[config.mk]
export PLATFORM = sky130hd
export DESIGN_NAME = radix_string_to_uint64
export DESIGN_NICKNAME = d
export VERILOG_FILES = /design/src/sv/rs2u_pkg.sv /design/src/sv/rs2u_front.sv /design/src/sv/rs2u_fifo.sv /design/src/sv/rs2u_back.sv /design/src/sv/radix_string_to_uint64.sv
export SDC_FILE = /design/constraint.sdc
export NUM_CORES = 1
export LEC_CHECK = 0
export BUFFER_PORTS_ARGS = -buffer_cell sky130_fd_sc_hd__buf_2
export CORE_UTILIZATION = 39
export CTS_CLUSTER_DIAMETER = 200
export DETAILED_ROUTE_END_ITERATION = 6
export PLACE_DENSITY = 0.51
export SYNTH_ARGS = -nofsm -noshare
export SYNTH_HDL_FRONTEND = slang
export SYNTH_SLANG_ARGS = --single-unit
[constraint.sdc]
create_clock -name clk -period 8.5 [get_ports clk]
set_input_delay 2.125 -clock clk [delete_from_list [all_inputs] [get_ports clk]]
set_output_delay 2.125 -clock clk [all_outputs]
set_load 0.01 [all_outputs]
[src/sv/rs2u_pkg.sv]
// Shared types and constants for the radix string to uint64 converter.
`timescale 1ns / 1ps
package rs2u_pkg;

  localparam int VALUE_W     = 64;
  localparam int DIGIT_W     = 6;
  localparam int QUEUE_DEPTH = 2;

  localparam logic [DIGIT_W-1:0] RADIX_MIN   = 6'd2;
  localparam logic [DIGIT_W-1:0] RADIX_MAX   = 6'd36;
  localparam logic [DIGIT_W-1:0] RADIX_RESET = 6'd10;

  // Configuration register indexes
  localparam logic [0:0] CFG_RADIX         = 1'b0;
  localparam logic [0:0] CFG_UNSIGNED_ONLY = 1'b1;

  localparam logic [7:0] CH_NUL   = 8'h00;
  localparam logic [7:0] CH_MINUS = 8'h2D;
  localparam logic [7:0] CH_PLUS  = 8'h2B;
  localparam logic [7:0] CH_0     = 8'h30;
  localparam logic [7:0] CH_9     = 8'h39;
  localparam logic [7:0] CH_LA    = 8'h61;
  localparam logic [7:0] CH_LZ    = 8'h7A;
  localparam logic [7:0] CH_UA    = 8'h41;
  localparam logic [7:0] CH_UZ    = 8'h5A;
  localparam logic [7:0] LETTER_BASE = 8'd10;

  typedef enum logic [2:0] {
    ST_OK        = 3'd0,
    ST_BAD_CHAR  = 3'd1,
    ST_BAD_DIGIT = 3'd2,
    ST_OVERFLOW  = 3'd3,
    ST_EMPTY     = 3'd4
  } status_t;

  typedef enum logic [2:0] {
    K_DIGIT,
    K_NUL,
    K_MINUS,
    K_PLUS,
    K_OTHER
  } kind_t;

  typedef struct packed {
    kind_t               kind;
    logic [DIGIT_W-1:0]  digit;
    logic                last;
  } item_t;

  typedef struct packed {
    logic [DIGIT_W-1:0] radix;
    logic               unsigned_only;
  } cfg_t;

endpackage

[src/sv/rs2u_front.sv]
// Front end: accepts characters and classifies them into queue items.
`timescale 1ns / 1ps
module rs2u_front (
  input  logic           in_tvalid,
  output logic           in_tready,
  input  logic [7:0]     in_tdata,   // [7:0] ch
  input  logic           in_tlast,
  input  logic           q_full,
  output logic           q_push,
  output rs2u_pkg::item_t q_item
);
  import rs2u_pkg::*;

  function automatic item_t classify(input logic [7:0] ch, input logic last);
    item_t it;
    it.last  = last;
    it.digit = '0;
    it.kind  = K_OTHER;
    if (ch == CH_NUL) begin
      it.kind = K_NUL;
    end else if (ch == CH_MINUS) begin
      it.kind = K_MINUS;
    end else if (ch == CH_PLUS) begin
      it.kind = K_PLUS;
    end else if (ch >= CH_0 && ch <= CH_9) begin
      it.kind  = K_DIGIT;
      it.digit = DIGIT_W'(ch - CH_0);
    end else if (ch >= CH_LA && ch <= CH_LZ) begin
      it.kind  = K_DIGIT;
      it.digit = DIGIT_W'(ch - CH_LA + LETTER_BASE);
    end else if (ch >= CH_UA && ch <= CH_UZ) begin
      it.kind  = K_DIGIT;
      it.digit = DIGIT_W'(ch - CH_UA + LETTER_BASE);
    end
    return it;
  endfunction

  // Ready is queue space
  assign in_tready = !q_full;
  assign q_push    = in_tvalid && !q_full;
  assign q_item    = classify(in_tdata, in_tlast);

endmodule

[src/sv/rs2u_fifo.sv]
// Small register queue between the front and back ends.
`timescale 1ns / 1ps
module rs2u_fifo #(
  parameter int Width = 8,
  parameter int Depth = 2
) (
  input  logic             clk,
  input  logic             rst_n,
  input  logic             push,
  input  logic [Width-1:0] push_data,
  output logic             full,
  input  logic             pop,
  output logic             pop_valid,
  output logic [Width-1:0] pop_data
);
  localparam int AW = (Depth > 1) ? $clog2(Depth) : 1;
  localparam int CW = $clog2(Depth + 1);

  logic [Width-1:0] mem_r [Depth];
  logic [AW-1:0]    wr_ptr_r, wr_ptr_nxt;
  logic [AW-1:0]    rd_ptr_r, rd_ptr_nxt;
  logic [CW-1:0]    count_r, count_nxt;
  logic             do_push, do_pop;

  assign full      = (count_r == CW'(Depth));
  assign pop_valid = (count_r != '0);
  assign pop_data  = mem_r[rd_ptr_r];
  assign do_push   = push && !full;
  assign do_pop    = pop && pop_valid;

  always_comb begin
    wr_ptr_nxt = wr_ptr_r;
    rd_ptr_nxt = rd_ptr_r;
    count_nxt  = count_r;
    if (do_push) begin
      wr_ptr_nxt = (wr_ptr_r == AW'(Depth - 1)) ? '0 : wr_ptr_r + AW'(1);
    end
    if (do_pop) begin
      rd_ptr_nxt = (rd_ptr_r == AW'(Depth - 1)) ? '0 : rd_ptr_r + AW'(1);
    end
    if (do_push && !do_pop) begin
      count_nxt = count_r + CW'(1);
    end else if (do_pop && !do_push) begin
      count_nxt = count_r - CW'(1);
    end
  end

  always_ff @(posedge clk) begin
    if (!rst_n) begin
      wr_ptr_r <= '0;
      rd_ptr_r <= '0;
      count_r  <= '0;
    end else begin
      wr_ptr_r <= wr_ptr_nxt;
      rd_ptr_r <= rd_ptr_nxt;
      count_r  <= count_nxt;
    end
  end

  always_ff @(posedge clk) begin
    if (do_push) begin
      mem_r[wr_ptr_r] <= push_data;
    end
  end

endmodule

[src/sv/rs2u_back.sv]
// Back end: per-string accumulation, error tracking and the result register.
`timescale 1ns / 1ps
module rs2u_back (
  input  logic            clk,
  input  logic            rst_n,
  input  rs2u_pkg::cfg_t  cfg,
  input  logic            q_valid,
  input  rs2u_pkg::item_t q_item,
  output logic            q_pop,
  output logic            out_tvalid,
  input  logic            out_tready,
  output logic [71:0]     out_tdata   // [63:0] value, [64] negative, [67:65] status
);
  import rs2u_pkg::*;

  localparam int PW = VALUE_W + DIGIT_W;   // product width
  localparam int SW = PW + 1;              // product plus digit

  logic [VALUE_W-1:0] acc_r, acc_nxt;
  logic               minus_r, minus_nxt;
  logic               first_r, first_nxt;
  logic               digit_r, digit_nxt;
  logic               stop_r, stop_nxt;
  status_t            err_r, err_nxt;

  logic               out_valid_r, out_valid_nxt;
  logic [VALUE_W-1:0] out_acc_r, out_acc_nxt;
  logic               out_neg_r, out_neg_nxt;
  status_t            out_status_r, out_status_nxt;

  logic               radix_bad;
  logic [PW-1:0]      prod;
  logic [SW-1:0]      sum;
  logic               ovf;
  status_t            status;
  logic [VALUE_W-1:0] value;

  assign radix_bad = (cfg.radix < RADIX_MIN) || (cfg.radix > RADIX_MAX);
  assign prod      = PW'(acc_r) * PW'(cfg.radix);
  assign sum       = SW'(prod) + SW'(q_item.digit);
  assign ovf       = |sum[SW-1:VALUE_W];
  assign q_pop     = q_valid && (!out_valid_r || out_tready);

  always_comb begin
    acc_nxt        = acc_r;
    minus_nxt      = minus_r;
    first_nxt      = first_r;
    digit_nxt      = digit_r;
    stop_nxt       = stop_r;
    err_nxt        = err_r;
    out_valid_nxt  = out_valid_r && !out_tready;
    out_acc_nxt    = out_acc_r;
    out_neg_nxt    = out_neg_r;
    out_status_nxt = out_status_r;
    status         = ST_OK;

    if (q_pop) begin
      if (radix_bad) begin
        err_nxt = ST_BAD_DIGIT;
      end else if (!stop_r && err_r == ST_OK) begin
        if (q_item.kind == K_NUL) begin
          stop_nxt = 1'b1;
        end else begin
          first_nxt = 1'b0;
          if (first_r && q_item.kind == K_MINUS) begin
            minus_nxt = 1'b1;
          end else if (first_r && q_item.kind == K_PLUS) begin
            minus_nxt = minus_r;
          end else if (q_item.kind != K_DIGIT) begin
            err_nxt = ST_BAD_CHAR;
          end else begin
            digit_nxt = 1'b1;
            if (q_item.digit >= cfg.radix) begin
              err_nxt = ST_BAD_DIGIT;
            end else if (ovf) begin
              err_nxt = ST_OVERFLOW;
            end else begin
              acc_nxt = sum[VALUE_W-1:0];
            end
          end
        end
      end

      // Close the string: build the result and clear the string state
      if (q_item.last) begin
        status = err_nxt;
        if (status == ST_OK && !digit_nxt) begin
          status = ST_EMPTY;
        end
        if (status == ST_OK && minus_nxt && cfg.unsigned_only) begin
          status = ST_BAD_CHAR;
        end
        out_valid_nxt  = 1'b1;
        out_acc_nxt    = acc_nxt;
        out_neg_nxt    = minus_nxt && (status == ST_OK);
        out_status_nxt = status;
        acc_nxt        = '0;
        minus_nxt      = 1'b0;
        first_nxt      = 1'b1;
        digit_nxt      = 1'b0;
        stop_nxt       = 1'b0;
        err_nxt        = ST_OK;
      end
    end
  end

  always_ff @(posedge clk) begin
    if (!rst_n) begin
      acc_r       <= '0;
      minus_r     <= 1'b0;
      first_r     <= 1'b1;
      digit_r     <= 1'b0;
      stop_r      <= 1'b0;
      err_r       <= ST_OK;
      out_valid_r <= 1'b0;
    end else begin
      acc_r       <= acc_nxt;
      minus_r     <= minus_nxt;
      first_r     <= first_nxt;
      digit_r     <= digit_nxt;
      stop_r      <= stop_nxt;
      err_r       <= err_nxt;
      out_valid_r <= out_valid_nxt;
    end
  end

  always_ff @(posedge clk) begin
    out_acc_r    <= out_acc_nxt;
    out_neg_r    <= out_neg_nxt;
    out_status_r <= out_status_nxt;
  end

  // Negate on the way out; errors read as zero
  always_comb begin
    value = '0;
    if (out_status_r == ST_OK) begin
      value = out_neg_r ? (~out_acc_r + VALUE_W'(1)) : out_acc_r;
    end
  end

  assign out_tvalid = out_valid_r;
  assign out_tdata  = {4'b0000, out_status_r, out_neg_r, value};

endmodule

[src/sv/radix_string_to_uint64.sv]
// Top level of the radix string to uint64 converter.
`timescale 1ns / 1ps
// Usage:
//   in_*   : one string byte per transfer in in_tdata[7:0]; in_tlast marks the
//            final byte of a string. A NUL byte ends the string early and the
//            bytes after it are dropped until in_tlast.
//   out_*  : one result per string, issued for the byte with in_tlast:
//            out_tdata[63:0] value, [64] negative, [67:65] status
//            (0 ok, 1 invalid char, 2 digit >= radix or bad radix, 3 overflow, 4 empty).
//   cfg_*  : index 0 = radix (2..36, reset 10), index 1 = unsigned_only (reset 1).
//            Write only while no string is in flight.
// Throughput: one byte per cycle while the output is not stalled, set by the
//   combinational multiply-add of the accumulator by the radix in the back end.
// Result path: a last byte is written into the queue when it transfers, then
//   popped from the queue straight into the output register, which raises
//   out_tvalid.
// Reset: synchronous, active low; clears the queue, the string state and the
//   output valid, and returns radix and unsigned_only to their defaults.
// Stall: while out_tready is low the result holds; the queue keeps taking
//   bytes until it is full, then in_tready drops.
module radix_string_to_uint64 #(
  parameter int QueueDepth = rs2u_pkg::QUEUE_DEPTH
) (
  input  logic        clk,
  input  logic        rst_n,
  // Byte stream
  input  logic        in_tvalid,
  output logic        in_tready,
  input  logic [7:0]  in_tdata,    // [7:0] ch
  input  logic        in_tlast,
  // Result stream
  output logic        out_tvalid,
  input  logic        out_tready,
  output logic [71:0] out_tdata,   // [63:0] value, [64] negative, [67:65] status, rest zero
  // Configuration writes
  input  logic        cfg_we,
  input  logic [0:0]  cfg_index,
  input  logic [5:0]  cfg_wdata
);
  import rs2u_pkg::*;

  cfg_t  cfg_r, cfg_nxt;
  item_t push_item, pop_item;
  logic  q_push, q_full, q_pop, q_valid;

  // Configuration registers
  always_comb begin
    cfg_nxt = cfg_r;
    if (cfg_we) begin
      case (cfg_index)
        CFG_RADIX:         cfg_nxt.radix         = cfg_wdata;
        CFG_UNSIGNED_ONLY: cfg_nxt.unsigned_only = cfg_wdata[0];
        default:           cfg_nxt = cfg_r;
      endcase
    end
  end

  always_ff @(posedge clk) begin
    if (!rst_n) begin
      cfg_r.radix         <= RADIX_RESET;
      cfg_r.unsigned_only <= 1'b1;
    end else begin
      cfg_r <= cfg_nxt;
    end
  end

  // Classify incoming bytes
  rs2u_front u_front (
    .in_tvalid (in_tvalid),
    .in_tready (in_tready),
    .in_tdata  (in_tdata),
    .in_tlast  (in_tlast),
    .q_full    (q_full),
    .q_push    (q_push),
    .q_item    (push_item)
  );

  // Decouple front and back so each can stall on its own
  rs2u_fifo #(
    .Width ($bits(item_t)),
    .Depth (QueueDepth)
  ) u_fifo (
    .clk       (clk),
    .rst_n     (rst_n),
    .push      (q_push),
    .push_data (push_item),
    .full      (q_full),
    .pop       (q_pop),
    .pop_valid (q_valid),
    .pop_data  (pop_item)
  );

  // Accumulate and issue results
  rs2u_back u_back (
    .clk        (clk),
    .rst_n      (rst_n),
    .cfg        (cfg_r),
    .q_valid    (q_valid),
    .q_item     (pop_item),
    .q_pop      (q_pop),
    .out_tvalid (out_tvalid),
    .out_tready (out_tready),
    .out_tdata  (out_tdata)
  );

endmodule

## Word-level counts from Yosys, hierarchy flattened

Memory sizes are Yosys's and may differ from the RTL's. A register that Yosys moved wholly into a read port is not among the register bits.
Cells that the tools add are included.

- Register bits after elaboration: 151
- RAM bits: 20
- Input port bits: 21
- Output and inout port bits: 74
- Memories kept: 1

Memories:

| name | words | width | read ports | clocked after memory_dff | write ports | line | text |
|---|---|---|---|---|---|---|---|
| u_fifo.mem_r | 2 | 10 | 1 | 1 | 1 | rs2u_fifo.sv:19 | `logic [Width-1:0] mem_r [Depth];` |

- $add $sub $neg: 11
- Multipliers: 1
- Magnitude comparators: 9
- Equal/unequal tests: 8
- Multiplexer cells: 68
- Bitwise operators: 2
- Reductions and logical operators: 43

Operators by type and width:

| kind | count |
|---|---|
| two-way mux 64 bit | 11 |
| adder 70 x 6 -> 71 bit | 1 |
| multiplier 64 x 6 -> 70 bit | 1 |
| adder 64 x 1 -> 64 bit (second input constant) | 1 |
| NOT 64 bit | 1 |
| two-way mux 3 bit | 19 |
| two-way mux 1 bit | 30 |
| two-way mux 9 bit | 3 |
| two-way mux 6 bit | 3 |
| logical AND 1 bit | 17 |
| == test 8 x 6 -> 1 bit (second input constant) | 2 |
| >= comparator 8 x 7 -> 1 bit (second input constant) | 2 |
| <= comparator 8 x 7 -> 1 bit (second input constant) | 2 |
| logical NOT 3 bit | 5 |
| adder 6 x 4 -> 6 bit (second input constant) | 2 |
| subtractor 6 bit (second input constant) | 2 |
| >= comparator 8 x 6 -> 1 bit (second input constant) | 1 |
| <= comparator 8 x 6 -> 1 bit (second input constant) | 1 |
| logical NOT 8 bit | 1 |
| AND reduction 4 bit | 2 |
| nonzero test 2 bit | 4 |
| logical NOT 1 bit | 7 |
| OR reduction 7 bit | 1 |
| == test 3 x 2 -> 1 bit (second input constant) | 2 |
| 15 further kinds | 21 |

## Depth between registers and ports, before layout

Gate-level depths: netlist of run 1.

- Depth in word-level cells: 25
- Depth in mapped cells: 24

## Hierarchy

A second synthesis of run 1 with hierarchy kept.

- Cell total of the unflattened synthesis: 2,566
- Area total of the unflattened synthesis: 23,140.9 um^2

Modules (own cells, without submodules):

| module | instances | cells each | area each (um^2) |
|---|---|---|---|
| rs2u_back | 1 | 2,403 | 21,348.0 |
| rs2u_fifo | 1 | 57 | 948.4 |
| rs2u_front | 1 | 75 | 546.8 |
| radix_string_to_uint64 | 1 | 31 | 297.8 |

## Worst setup path after synthesis of run 1

Ideal clock, no wire load.

- Path kind: register -> register
- Start: register cfg_r[6] (netlist name)
- End: register u_back.out_acc_r[10] (data pin)
- Library setup time: 260 ps
- Arrival time: 6,649 ps
- Path slack: 1,591 ps
- Stages on the path, launching flop included: 23
- Period minus slack after synthesis: 6,909 ps
- Cell sequence: dfxtp_1 > clkbuf_1 > clkbuf_1 > and2_1 > fa_1 > inv_1 > fa_1 > inv_1 > fa_1 > ha_1 > ha_1 > clkbuf_1 > nand4_1 > or4_1 > or4b_1 > a2111oi_0 > nor3_1 > xnor2_1 > nor4_1 > nand4_1 > nor2_1 > buf_2 > mux2_2

- Longest elaborated chain between the ends: 11
- Elaborated cells on any way between the ends: 15

RTL lines:

| what | line | text |
|---|---|---|
| start: declaration | radix_string_to_uint64.sv:42 | `cfg_t cfg_r, cfg_nxt;` |
| start signal: assignment | radix_string_to_uint64.sv:63 | `cfg_r <= cfg_nxt;` |
| multiplier 64 x 6 -> 70 bit | rs2u_back.sv:39 | `assign prod = PW'(acc_r) * PW'(cfg.radix);` |
| adder 70 x 6 -> 71 bit | rs2u_back.sv:40 | `assign sum = SW'(prod) + SW'(q_item.digit);` |
| OR reduction 7 bit | rs2u_back.sv:41 | `assign ovf = \|sum[SW-1:VALUE_W];` |
| two-way mux 64 bit | rs2u_back.sv:75 | `end else if (ovf) begin` |
| two-way mux 64 bit | rs2u_back.sv:73 | `if (q_item.digit >= cfg.radix) begin` |
| two-way mux 64 bit | rs2u_back.sv:69 | `end else if (q_item.kind != K_DIGIT) begin` |
| two-way mux 64 bit | rs2u_back.sv:67 | `end else if (first_r && q_item.kind == K_PLUS) begin` |
| two-way mux 64 bit | rs2u_back.sv:65 | `if (first_r && q_item.kind == K_MINUS) begin` |
| two-way mux 64 bit | rs2u_back.sv:61 | `if (q_item.kind == K_NUL) begin` |
| two-way mux 64 bit | rs2u_back.sv:60 | `end else if (!stop_r && err_r == ST_OK) begin` |
| two-way mux 64 bit * | rs2u_back.sv:58 | `if (radix_bad) begin` |
| end signal: assignment | rs2u_back.sv:128 | `out_acc_r <= out_acc_nxt;` |
| end: declaration | rs2u_back.sv:27 | `logic [VALUE_W-1:0] out_acc_r, out_acc_nxt;` |

Mark *: on every way between the ends. The rest lies on a longest branch, timed or not.
A chain may end at the register's enable or synchronous reset.

## Worst setup path after layout of run 1

- Start: register cfg_r[4] (netlist name)
- End: register u_back.out_acc_r[21] (data pin)

Same word-level chain as after synthesis.

==> Implementation_results.wiki, run 1 <==
{| class="wikitable"
! Metric !! Value
|-
| Master of the slowest instance on the critical path || sky130_fd_sc_hd__dfxtp_2
|-
| Tightest slew margin relative to the limit || 19.1%
|-
| Fraction of registers with async set or reset after synthesis || 0%
|-
| Remaining global-route overflow || 0
|-
| Instance count of the mapped netlist || ~2300
|-
| Run status || completed
|-
| Die area || between 0.05 and 0.06 mm²
|-
| Per-cell via count in the routed design || around 5.4
|-
| Sequential-to-total area share from yosys stat || approximately a fifth
|-
| Htree depth || 4
|-
| Post-synthesis to final-layout area growth || 7.66%
|-
| Worst Path Max Fanout || 53
|-
| Library cells used by synthesis || 69
|-
| Pin count of the biggest net entering global routing || 67
|-
| Layout cell share with drive strength beyond 1 || 10.2%
|-
| Violation count after the first detailed-routing iteration || slightly below 1000
|-
| Effective utilization at floorplan || about 40%
|-
| Hold path cells || 2
|-
| Wire length of the first global-routing pass || about 95000 µm
|-
| Achievable frequency || roughly 120 MHz
|-
| Vias || 16700
|-
| Hold violation count in the final report || 0
|-
| Boundary pin count || 95
|-
| P per Cell Area || 117 mW/mm²
|-
| Leakage power total || 11.1 nW
|-
| Synthesized cell area || roughly 0.022 mm²
|-
| Slew at the pin closest to its max-slew limit || between 1 and 1.5 ns
|-
| Final period utilization || between 90 and 100%
|-
| Delay of the slowest critical-path stage || 1.04 ns
|-
| Final critical-path required period || 8.01 ns
|-
| CTS clock-pin slew for the worst setup and hold paths || 0.08 ns
|-
| Die Ht || around 240 µm
|-
| Count of cells along the worst register-to-register path || 21
|-
| Synthesized-area fraction occupied by ao, oa, aoi and oai cells || a little over an eighth
|-
| DR pass1 iterations || 5
|-
| Simple-Gate Fraction of Synth Area || between 20% and 30%
|-
| Maximum root-to-sink buffer count || 2
|-
| Num rows || between 80 and 90
|-
| Required time of the critical path || about 8.7 ns
|-
| Routed wire length || ~57000 µm
|-
| Kind of end point of the critical path || register
|-
| Count of input and output buffers || 90
|-
| Critical Path Start Type || register
|-
| Number of nets with antenna violations after routing || 0
|-
| Count of state elements after synthesis || 172
|-
| Number of buffers added to fix hold violations after cts || 0
|-
| Final cell area excluding filler cells || between 0.02 and 0.025 mm²
|-
| Avg Inst Size Synth || 9.52 µm²
|-
| Area after detailed placement || between 0.02 and 0.025 mm²
|-
| Multiplexer fraction of the synthesized cell area || 3.88%
|-
| Leading post-synthesis cells by cell area || sky130_fd_sc_hd__fa_1 (23%), sky130_fd_sc_hd__edfxtp_1 (12%), sky130_fd_sc_hd__and2_1 (11%), sky130_fd_sc_hd__ha_1 (9.5%), sky130_fd_sc_hd__dfxtp_1 (7.7%)
|-
| Fraction of synthesized cell area in xor and xnor cells || between 5 and 6%
|-
| Setup Fix Bufs, Post-CTS || 0
|-
| Routed wire per std cell || about 19 µm
|-
| Worst Path Class, Setup || register to register
|-
| Clock Sinks || ~170
|-
| Cell seen most often among critical-path stages || sky130_fd_sc_hd__fa_1
|-
| Worst IR drop on VDD || just under 0.2 mV
|-
| Area share of fa/ha/maj cells after synthesis || 32.7%
|-
| Number of flops mapped to enable cells by yosys || 88
|-
| Leading area contributor after synthesis || sky130_fd_sc_hd__fa_1
|-
| Tot GR Track Use || about a fifth
|-
| Number of nets in the layout || ~2700
|-
| Clock root buffer master || sky130_fd_sc_hd__clkbuf_16
|-
| Clock Skews || 0.0149 ns
|-
| Combinational family with the most area after synthesis || adder cells
|-
| Placed wire-length estimate after detailed placement || 45200 µm
|-
| Total negative slack for setup checks || 0 ns
|-
| Core Region || around 0.055 mm²
|-
| Number of global-route vias before repair || between 15000 and 20000
|-
| Number of buffers created by CTS || 17
|-
| Number of antenna violations at the first check in global routing || 0
|-
| Filler Cells Inserted || ~5400
|-
| Primary FF master, synth || sky130_fd_sc_hd__edfxtp_1
|-
| TritonCTS clock tree || yes
|-
| CP arrival || roughly 8.3 ns
|-
| Latest clock arrival within the worst-skew pair || 0.50 ns
|-
| Synthesis warning total || 0
|-
| Cell breakdown of the critical path || nand2_1, fa_1, fa_1, inv_1, fa_1, inv_1, fa_1, inv_1, ha_1, o211ai_1, a21oi_1, nor2b_1, o21ai_0, a31oi_1, o31ai_1, xor2_1, nor4_1, nand4_1, nor2_4, buf_4, mux2_2
|-
| Setup repair after global routing missed its margin || no
|-
| Number of failing setup endpoints in the final timing report || 0
|-
| Die X-Extent || around 240 µm
|-
| Fraction of synthesized cell area taken by the top area cell type || roughly 23%
|-
| Hold crit path type || register to register
|-
| Final Core Density || a little over two fifths
|-
| Max Slew Vio Count || 0
|-
| Max-capacitance violation count || 0
|-
| Post-CTS resize count || 0
|-
| Routability Congestion || approximately 0.90
|-
| Final routed DRC violation total || 0
|}
report_power, final:
group | switching, mW | internal (mW)
sequential | 0.136 | 1.02
combinational | 0.503 | 0.293
clock | 0.385 | 0.417
layer usage:
layer  vias up  track usage, %  wire length, µm
li1       7942               -                -
met1      8326            29.9            27700
met2       327            33.9            26200
met3        61            3.07             1980
met4         0            6.31             1180
met5         -               0                0
cells by family (layout without fill, tap and decap cells):
family | count (synthesis) | in the layout
buffers and inverters | 204 | 218
other | 1 | 5
adder cells (fa/ha/maj) | 418 | 418
XOR/XNOR | 133 | 133
AO/OA/AOI/OAI | 428 | 428
AND/OR/NAND/NOR | 860 | 860
multiplexers | 76 | 76
flip-flops | 172 | 172
worst max-delay path: cells and delay by family, from the launching register on:
| kind | cells | cell delay [ns] |
|---|---|---|
| fa+ha+maj | 5 | 2.48 |
| compound gates | 5 | 1.67 |
| simple gates | 5 | 1.36 |
| flops | 1 | 1.04 |
| buf+inv | 4 | 0.56 |
| mux | 1 | 0.40 |
| xor+xnor | 1 | 0.11 |
stage by stage:
stage | instances | hold slack (ns) | setup WS (ns) | power [mW]
final | 3058 | 0.462 | 0.488 | 2.76
after global routing | 3057 | 0.487 | 0.148 | 2.94
after detailed placement | 3025 | 0.453 | 0.602 | 1.99
after CTS | 3057 | 0.465 | 0.554 | 2.81
after global placement | 3025 | 0.444 | 0.809 | 1.98
after floorplan | 2295 | 0.432 | 1.59 | 1.71
state kept, by name, indices dropped and copies added, names as in the netlist, named ones only:
register and count:
u_back.err_r 3, u_back.minus_r 1, u_back.digit_r 1, u_fifo.rd_ptr_r 1, u_back.out_status_r 3, u_fifo.wr_ptr_r 1, u_fifo.mem_r 20, u_back.first_r 1
u_fifo.count_r 2, u_back.out_acc_r 64, u_back.out_tvalid 1, u_back.stop_r 1, u_back.out_neg_r 1, u_back.acc_r 64, cfg_r 7
synthesized netlist by cell type, types with 30 or more instances:
cell	instances
sky130_fd_sc_hd__xnor2_1	46
sky130_fd_sc_hd__ha_1	166
sky130_fd_sc_hd__dfxtp_1	84
sky130_fd_sc_hd__xor2_1	87
sky130_fd_sc_hd__mux2_2	69
sky130_fd_sc_hd__a22o_1	64
sky130_fd_sc_hd__a21oi_1	114
sky130_fd_sc_hd__o21ai_0	91
sky130_fd_sc_hd__nor2_1	148
sky130_fd_sc_hd__edfxtp_1	88
sky130_fd_sc_hd__nand2_1	145
sky130_fd_sc_hd__fa_1	252
sky130_fd_sc_hd__nand4_1	34
sky130_fd_sc_hd__inv_1	76
sky130_fd_sc_hd__o31ai_1	30
sky130_fd_sc_hd__clkbuf_1	103
sky130_fd_sc_hd__and2_1	383
cell usage in the layout (no fill, tap or decap), drive strengths merged, types with 23 or more instances in the layout:
| cell | Yosys | final |
|---|---|---|
| dfxtp | 84 | 84 |
| xnor2 | 46 | 46 |
| o31ai | 30 | 30 |
| fa | 252 | 252 |
| a21oi | 114 | 114 |
| nor3 | 23 | 23 |
| nand3 | 26 | 26 |
| a22o | 64 | 64 |
| o21ai | 91 | 91 |
| edfxtp | 88 | 88 |
| nor2 | 148 | 148 |
| nand2 | 145 | 145 |
| xor2 | 87 | 87 |
| ha | 166 | 166 |
| nand4 | 34 | 34 |
| buf | 25 | 110 |
| and2 | 384 | 384 |
| inv | 76 | 83 |
| mux2 | 69 | 69 |
area by class of cell:
cell class | instances | area [µm²] | share of cell area, %
Clock inverter | 15 | 175 | 0.746
Clock buffer | 17 | 425 | 1.81
Inverter | 76 | 285 | 1.21
Timing Repair Buffer | 110 | 601 | 2.56
Antenna cell | 1 | 2.50 | 0.0107
Sequential cell | 172 | 4330 | 18.4
Multi-Input combinational cell | 1919 | 16700 | 71.2
Tap cell | 748 | 936 | 3.99
final timing paths:
kind,from,to,slack (ns)
max,cfg_r[4],u_back.out_acc_r[21],0.49
min reg2reg,u_back.first_r,u_back.first_r,0.46
max reg2reg,cfg_r[4],u_back.out_acc_r[21],0.49
min,u_back.first_r,u_back.first_r,0.46
(Power assumes the default switching activity.)
==> run 2, diff against run 1 <==
Settings changed: SYNTH_HIERARCHICAL set to 1.
==> run 2 against run 1 <==
  * Sequential cell count is the same
  * Final area grew 5.2%
  * Global-route usage grew 3.0 points
  * Sequential share of layout area shrank 0.91 points
  * Combinational power grew 49%
  * Register-to-register slack gained 0.25 ns
  * Critical path type unchanged
  * Largest power group unchanged
==> Implementation_results.wiki, run 2 <==
{| class="wikitable"
! Metric !! Value
|-
| Num rows || 88 (was 86)
|-
| TritonCTS clock tree || yes (unchanged)
|-
| Most used cells in the layout excluding fill and tap cells || sky130_fd_sc_hd__and2_1 (381), sky130_fd_sc_hd__nand2_1 (271), sky130_fd_sc_hd__fa_1 (252) (was sky130_fd_sc_hd__and2_1 (383), sky130_fd_sc_hd__fa_1 (252), sky130_fd_sc_hd__ha_1 (166))
|-
| Final critical-path required period || 7.76 ns (was 8.01 ns)
|-
| Registers with the highest flip-flop counts || u_back/acc_r: 64 flops, u_back/out_acc_r: 64 flops, u_fifo/mem_r: 20 flops (was u_back.acc_r: 64 flops, u_back.out_acc_r: 64 flops, u_fifo.mem_r: 20 flops)
|-
| Worst r2r src || cfg_r[6] (was cfg_r[4])
|-
| Number of flops mapped to enable cells by yosys || 88 (unchanged)
|-
| Most common cell in the synthesized netlist || sky130_fd_sc_hd__and2_1 (unchanged)
|-
| Placed wire-length estimate after detailed placement || 55300 µm (was 45200 µm)
|-
| Pin count of the biggest net entering global routing || 65 (was 67)
|-
| Reg2reg end || u_back/acc_r[49] (was u_back.out_acc_r[21])
|-
| Maximum root-to-sink buffer count || 2 (unchanged)
|-
| Post-synthesis to final-layout area growth || 6.75% (was 7.66%)
|-
| Filler Cells Inserted || 5732 (was 5401)
|-
| Synthesis warning total || 6 (was 0)
|-
| Fraction of synthesized cell area in xor and xnor cells || 4.84% (was 5.34%)
|-
| Clock Skews || 0.0205 ns (was 0.0149 ns)
|-
| Violation count after the first detailed-routing iteration || 1352 (was 970)
|-
| Per-cell via count in the routed design || 5.74 (was 5.45)
|-
| Number of nets with antenna violations after routing || 0 (unchanged)
|-
| Max Slew Vio Count || 0 (unchanged)
|-
| Post-CTS resize count || 0 (unchanged)
|-
| Count of cells along the worst register-to-register path || 18 (was 21)
|-
| Delay of the slowest critical-path stage || 0.94 ns (was 1.04 ns)
|-
| Diodes inserted || 0 (was 1)
|-
| Layout cell share with drive strength beyond 1 || 8.39% (was 10.2%)
|-
| Required time of the critical path || 8.89 ns (was 8.73 ns)
|-
| Critical Path Start Type || register (unchanged)
|-
| Worst Path Class, Setup || register to register (unchanged)
|-
| Clock Sinks || 172 (unchanged)
|-
| Source of the worst hold timing path || u_back/first_r (was u_back.first_r)
|-
| Routed wire per std cell || 21.3 µm (was 18.6 µm)
|-
| Number of failing setup endpoints in the final timing report || 0 (unchanged)
|-
| Simple-Gate Fraction of Synth Area || 26.5% (was 21.5%)
|-
| Fraction of registers with async set or reset after synthesis || 0% (unchanged)
|-
| Most common library cell in the layout ignoring fill and taps || sky130_fd_sc_hd__and2_1 (unchanged)
|-
| Number of nets in the layout || 2989 (was 2735)
|-
| Cell breakdown of the critical path || buf_4, and2_1, fa_1, fa_1, fa_1, ha_1, ha_1, a21oi_1, o21ai_0, a221o_1, a211oi_2, nor3_1, o21ai_1, a21oi_1, or3_1, a2111oi_0, o21ai_2, o2bb2ai_1 (was nand2_1, fa_1, fa_1, inv_1, fa_1, inv_1, fa_1, inv_1, ha_1, o211ai_1, a21oi_1, nor2b_1, o21ai_0, a31oi_1, o31ai_1, xor2_1, nor4_1, nand4_1, nor2_4, buf_4, mux2_2)
|-
| Sequential-to-total area share from yosys stat || 18.7% (was 19.8%)
|-
| Core Region || 0.0581 mm² (was 0.0552 mm²)
|-
| Internal power || 1.87 mW (was 1.73 mW)
|-
| Synthesized-area fraction occupied by ao, oa, aoi and oai cells || 14.0% (was 13.1%)
|-
| Area share of fa/ha/maj cells after synthesis || 30.8% (was 32.7%)
|-
| Number of buffers added to fix hold violations after cts || 0 (unchanged)
|-
| Fraction of synthesized cell area taken by the top area cell type || 21.8% (was 23.1%)
|-
| Number of antenna violations at the first check in global routing || 0 (unchanged)
|-
| Count of state elements after synthesis || 172 (unchanged)
|-
| Wire length of the first global-routing pass || 113000 µm (was 94900 µm)
|-
| Register-to-register setup slack || 0.74 ns (was 0.49 ns)
|-
| Final period utilization || 91.3% (was 94.3%)
|-
| Die Ht || 246 µm (was 238 µm)
|-
| Worst IR drop on VDD || 0.167 mV (was 0.193 mV)
|-
| Routability Congestion || 0.932 (was 0.899)
|-
| Psw || 1.38 mW (was 1.02 mW)
|-
| Boundary pin count || 95 (unchanged)
|-
| Worst-case hold path end point || u_back/first_r (was u_back.first_r)
|-
| Number of buffers created by CTS || 17 (unchanged)
|-
| Leading post-synthesis cells by cell area || sky130_fd_sc_hd__fa_1 (22%), sky130_fd_sc_hd__edfxtp_1 (11%), sky130_fd_sc_hd__and2_1 (10%), sky130_fd_sc_hd__ha_1 (9.0%), sky130_fd_sc_hd__dfxtp_1 (7.3%) (was sky130_fd_sc_hd__fa_1 (23%), sky130_fd_sc_hd__edfxtp_1 (12%), sky130_fd_sc_hd__and2_1 (11%), sky130_fd_sc_hd__ha_1 (9.5%), sky130_fd_sc_hd__dfxtp_1 (7.7%))
|-
| Number of global-route vias before repair || 19500 (was 17300)
|-
| PnR Total Power || 3.25 mW (was 2.76 mW)
|-
| Slew at the pin closest to its max-slew limit || 1.22 ns (was 1.21 ns)
|-
| Leading area contributor after synthesis || sky130_fd_sc_hd__fa_1 (unchanged)
|-
| Multiplexer fraction of the synthesized cell area || 0.843% (was 3.88%)
|-
| Htree depth || 4 (unchanged)
|-
| CP arrival || 8.16 ns (was 8.25 ns)
|-
| Instance count of the mapped netlist || 2566 (was 2292)
|-
| Switching share of power || 42.6% (was 37.1%)
|-
| Die X-Extent || 246 µm (was 238 µm)
|-
| Setup Fix Bufs, Post-CTS || 0 (unchanged)
|-
| Hold crit path type || register to register (unchanged)
|-
| CTS clock-pin slew for the worst setup and hold paths || 0.07 ns (was 0.08 ns)
|-
| Avg Inst Size Synth || 9.02 µm² (was 9.52 µm²)
|-
| Share of power burned in combinational logic || 36.6% (was 28.8%)
|-
| Latest clock arrival within the worst-skew pair || 0.51 ns (was 0.50 ns)
|-
| Beginning of the critical path || cfg_r[6] (was cfg_r[4])
|-
| Flop pwr share || 37.9% (was 42.1%)
|-
| Cell seen most often among critical-path stages || sky130_fd_sc_hd__fa_1 (unchanged)
|-
| Hold violation count in the final report || 0 (unchanged)
|-
| Clock root buffer master || sky130_fd_sc_hd__clkbuf_16 (unchanged)
|-
| Combinational family with the most area after synthesis || adder cells (unchanged)
|-
| Kind of end point of the critical path || register (unchanged)
|-
| Total negative slack for setup checks || 0 ns (unchanged)
|-
| Final routed DRC violation total || 0 (unchanged)
|-
| Routed wire length || 70900 µm (was 57000 µm)
|-
| Library cells used by synthesis || 100 (was 69)
|-
| Tightest slew margin relative to the limit || 17.5% (was 19.1%)
|-
| Primary FF master, synth || sky130_fd_sc_hd__edfxtp_1 (unchanged)
|-
| Hold path cells || 2 (unchanged)
|-
| Effective utilization at floorplan || 39.8% (was 39.5%)
|-
| Achievable frequency || 129 MHz (was 125 MHz)
|-
| Vias || 19100 (was 16700)
|-
| Part of the total power dissipated in the clock network || 25.4% (was 29.1%)
|-
| Setup repair after global routing missed its margin || no (unchanged)
|-
| Count of input and output buffers || 90 (unchanged)
|-
| Master of the slowest instance on the critical path || sky130_fd_sc_hd__dfxtp_2 (unchanged)
|-
| Worst Path Max Fanout || 43 (was 53)
|-
| DR pass1 iterations || 5 (unchanged)
|-
| Leakage power total || 11.4 nW (was 11.1 nW)
|-
| P per Cell Area || 132 mW/mm² (was 117 mW/mm²)
|-
| Die area || 0.0603 mm² (was 0.0569 mm²)
|-
| Remaining global-route overflow || 0 (unchanged)
|-
| Leading cell types by count after synthesis || sky130_fd_sc_hd__and2_1 (381), sky130_fd_sc_hd__nand2_1 (272), sky130_fd_sc_hd__fa_1 (252) (was sky130_fd_sc_hd__and2_1 (383), sky130_fd_sc_hd__fa_1 (252), sky130_fd_sc_hd__ha_1 (166))
|-
| Max-capacitance violation count || 0 (unchanged)
|-
| Tot GR Track Use || 24.3% (was 21.3%)
|-
| Synthesized cell area || 0.0231 mm² (was 0.0218 mm²)
|-
| Run status || completed (unchanged)
|}
run 2: changes by cell type after synthesis, sizes merged, moves of 15 or more:
cell    before  now
mux2        69   12
nand3       26   64
nand4b       2   35
o211ai       7   24
o21ai       91  125
and4b        0   16
a22o        64    1
a311o        0   15
buf         25   51
nand2      145  272
run 2: worst max-delay path by stage:
| stage | depth (start not counted) | endpoint |
|---|---|---|
| final | 18 | u_back/acc_r[49] |
| after global routing | 18 | u_back/acc_r[49] |
| after CTS | 18 | u_back/acc_r[49] |
| after detailed placement | 18 | u_back/acc_r[49] |
| after global placement | 18 | u_back/acc_r[54] |
| after floorplan | 27 | u_back/out_acc_r[11] |
run 2: metal layers:
layer  share of wire [%]  vias up  GRT usage [%]
met5                   0        -              0
met4                 2.7        0           7.73
met3                 6.6      109           5.38
met2                  45      562           38.6
met1                  45     9533           32.7
li1                    -     8891              -
run 2: worst max-delay path: cells and delay by family, from the launching register on:
| kind | cells | cell delay, ns |
|---|---|---|
| flops | 1 | 0.94 |
| compound gates | 9 | 3.20 |
| simple gates | 3 | 0.84 |
| buf+inv | 1 | 0.46 |
| fa+ha+maj | 5 | 2.16 |
run 2: kinds of logic after synthesis:
group | after synthesis
AND/OR/NAND/NOR | 1120
AO/OA/AOI/OAI | 477
adder cells (fa/ha/maj) | 418
buffers and inverters | 232
flip-flops | 172
XOR/XNOR | 128
multiplexers | 18
other | 1
run 2: power by group through the flow:
stage | Sequential [mW] | Combinational (mW) | Clock [mW]
finish | 1.23 | 1.19 | 0.827
global route | 1.25 | 1.30 | 0.880
CTS | 1.23 | 1.20 | 0.855
detailed placement | 1.25 | 1.20 | 0
global placement | 1.24 | 1.18 | 0
floorplan | 1.15 | 0.809 | 0
run 2: layout make-up:
class	instances	area (µm²)	area share [%]
repair buffers	118	688	2.79
inverters	76	285	1.15
clock inverters	13	131	0.532
well taps	765	957	3.87
flip-flops and latches	172	4330	17.5
clock buffers	19	454	1.84
multi-input cells	2165	17900	72.3
run 2: stage by stage:
step / hold slack [ns] / util [%] / cell area, µm² / setup WS [ns] / std cells
finish: 0.490 / 42.5 / 24700 / 0.737 / 3328
global route: 0.520 / 42.5 / 24700 / 0.230 / 3328
CTS: 0.493 / 42.5 / 24700 / 0.756 / 3328
detailed placement: 0.475 / 41.5 / 24100 / 0.807 / 3296
global placement: 0.464 / 41.5 / 24100 / 0.814 / 3296
floorplan: 0.447 / - / 23200 / 2.07 / 2569
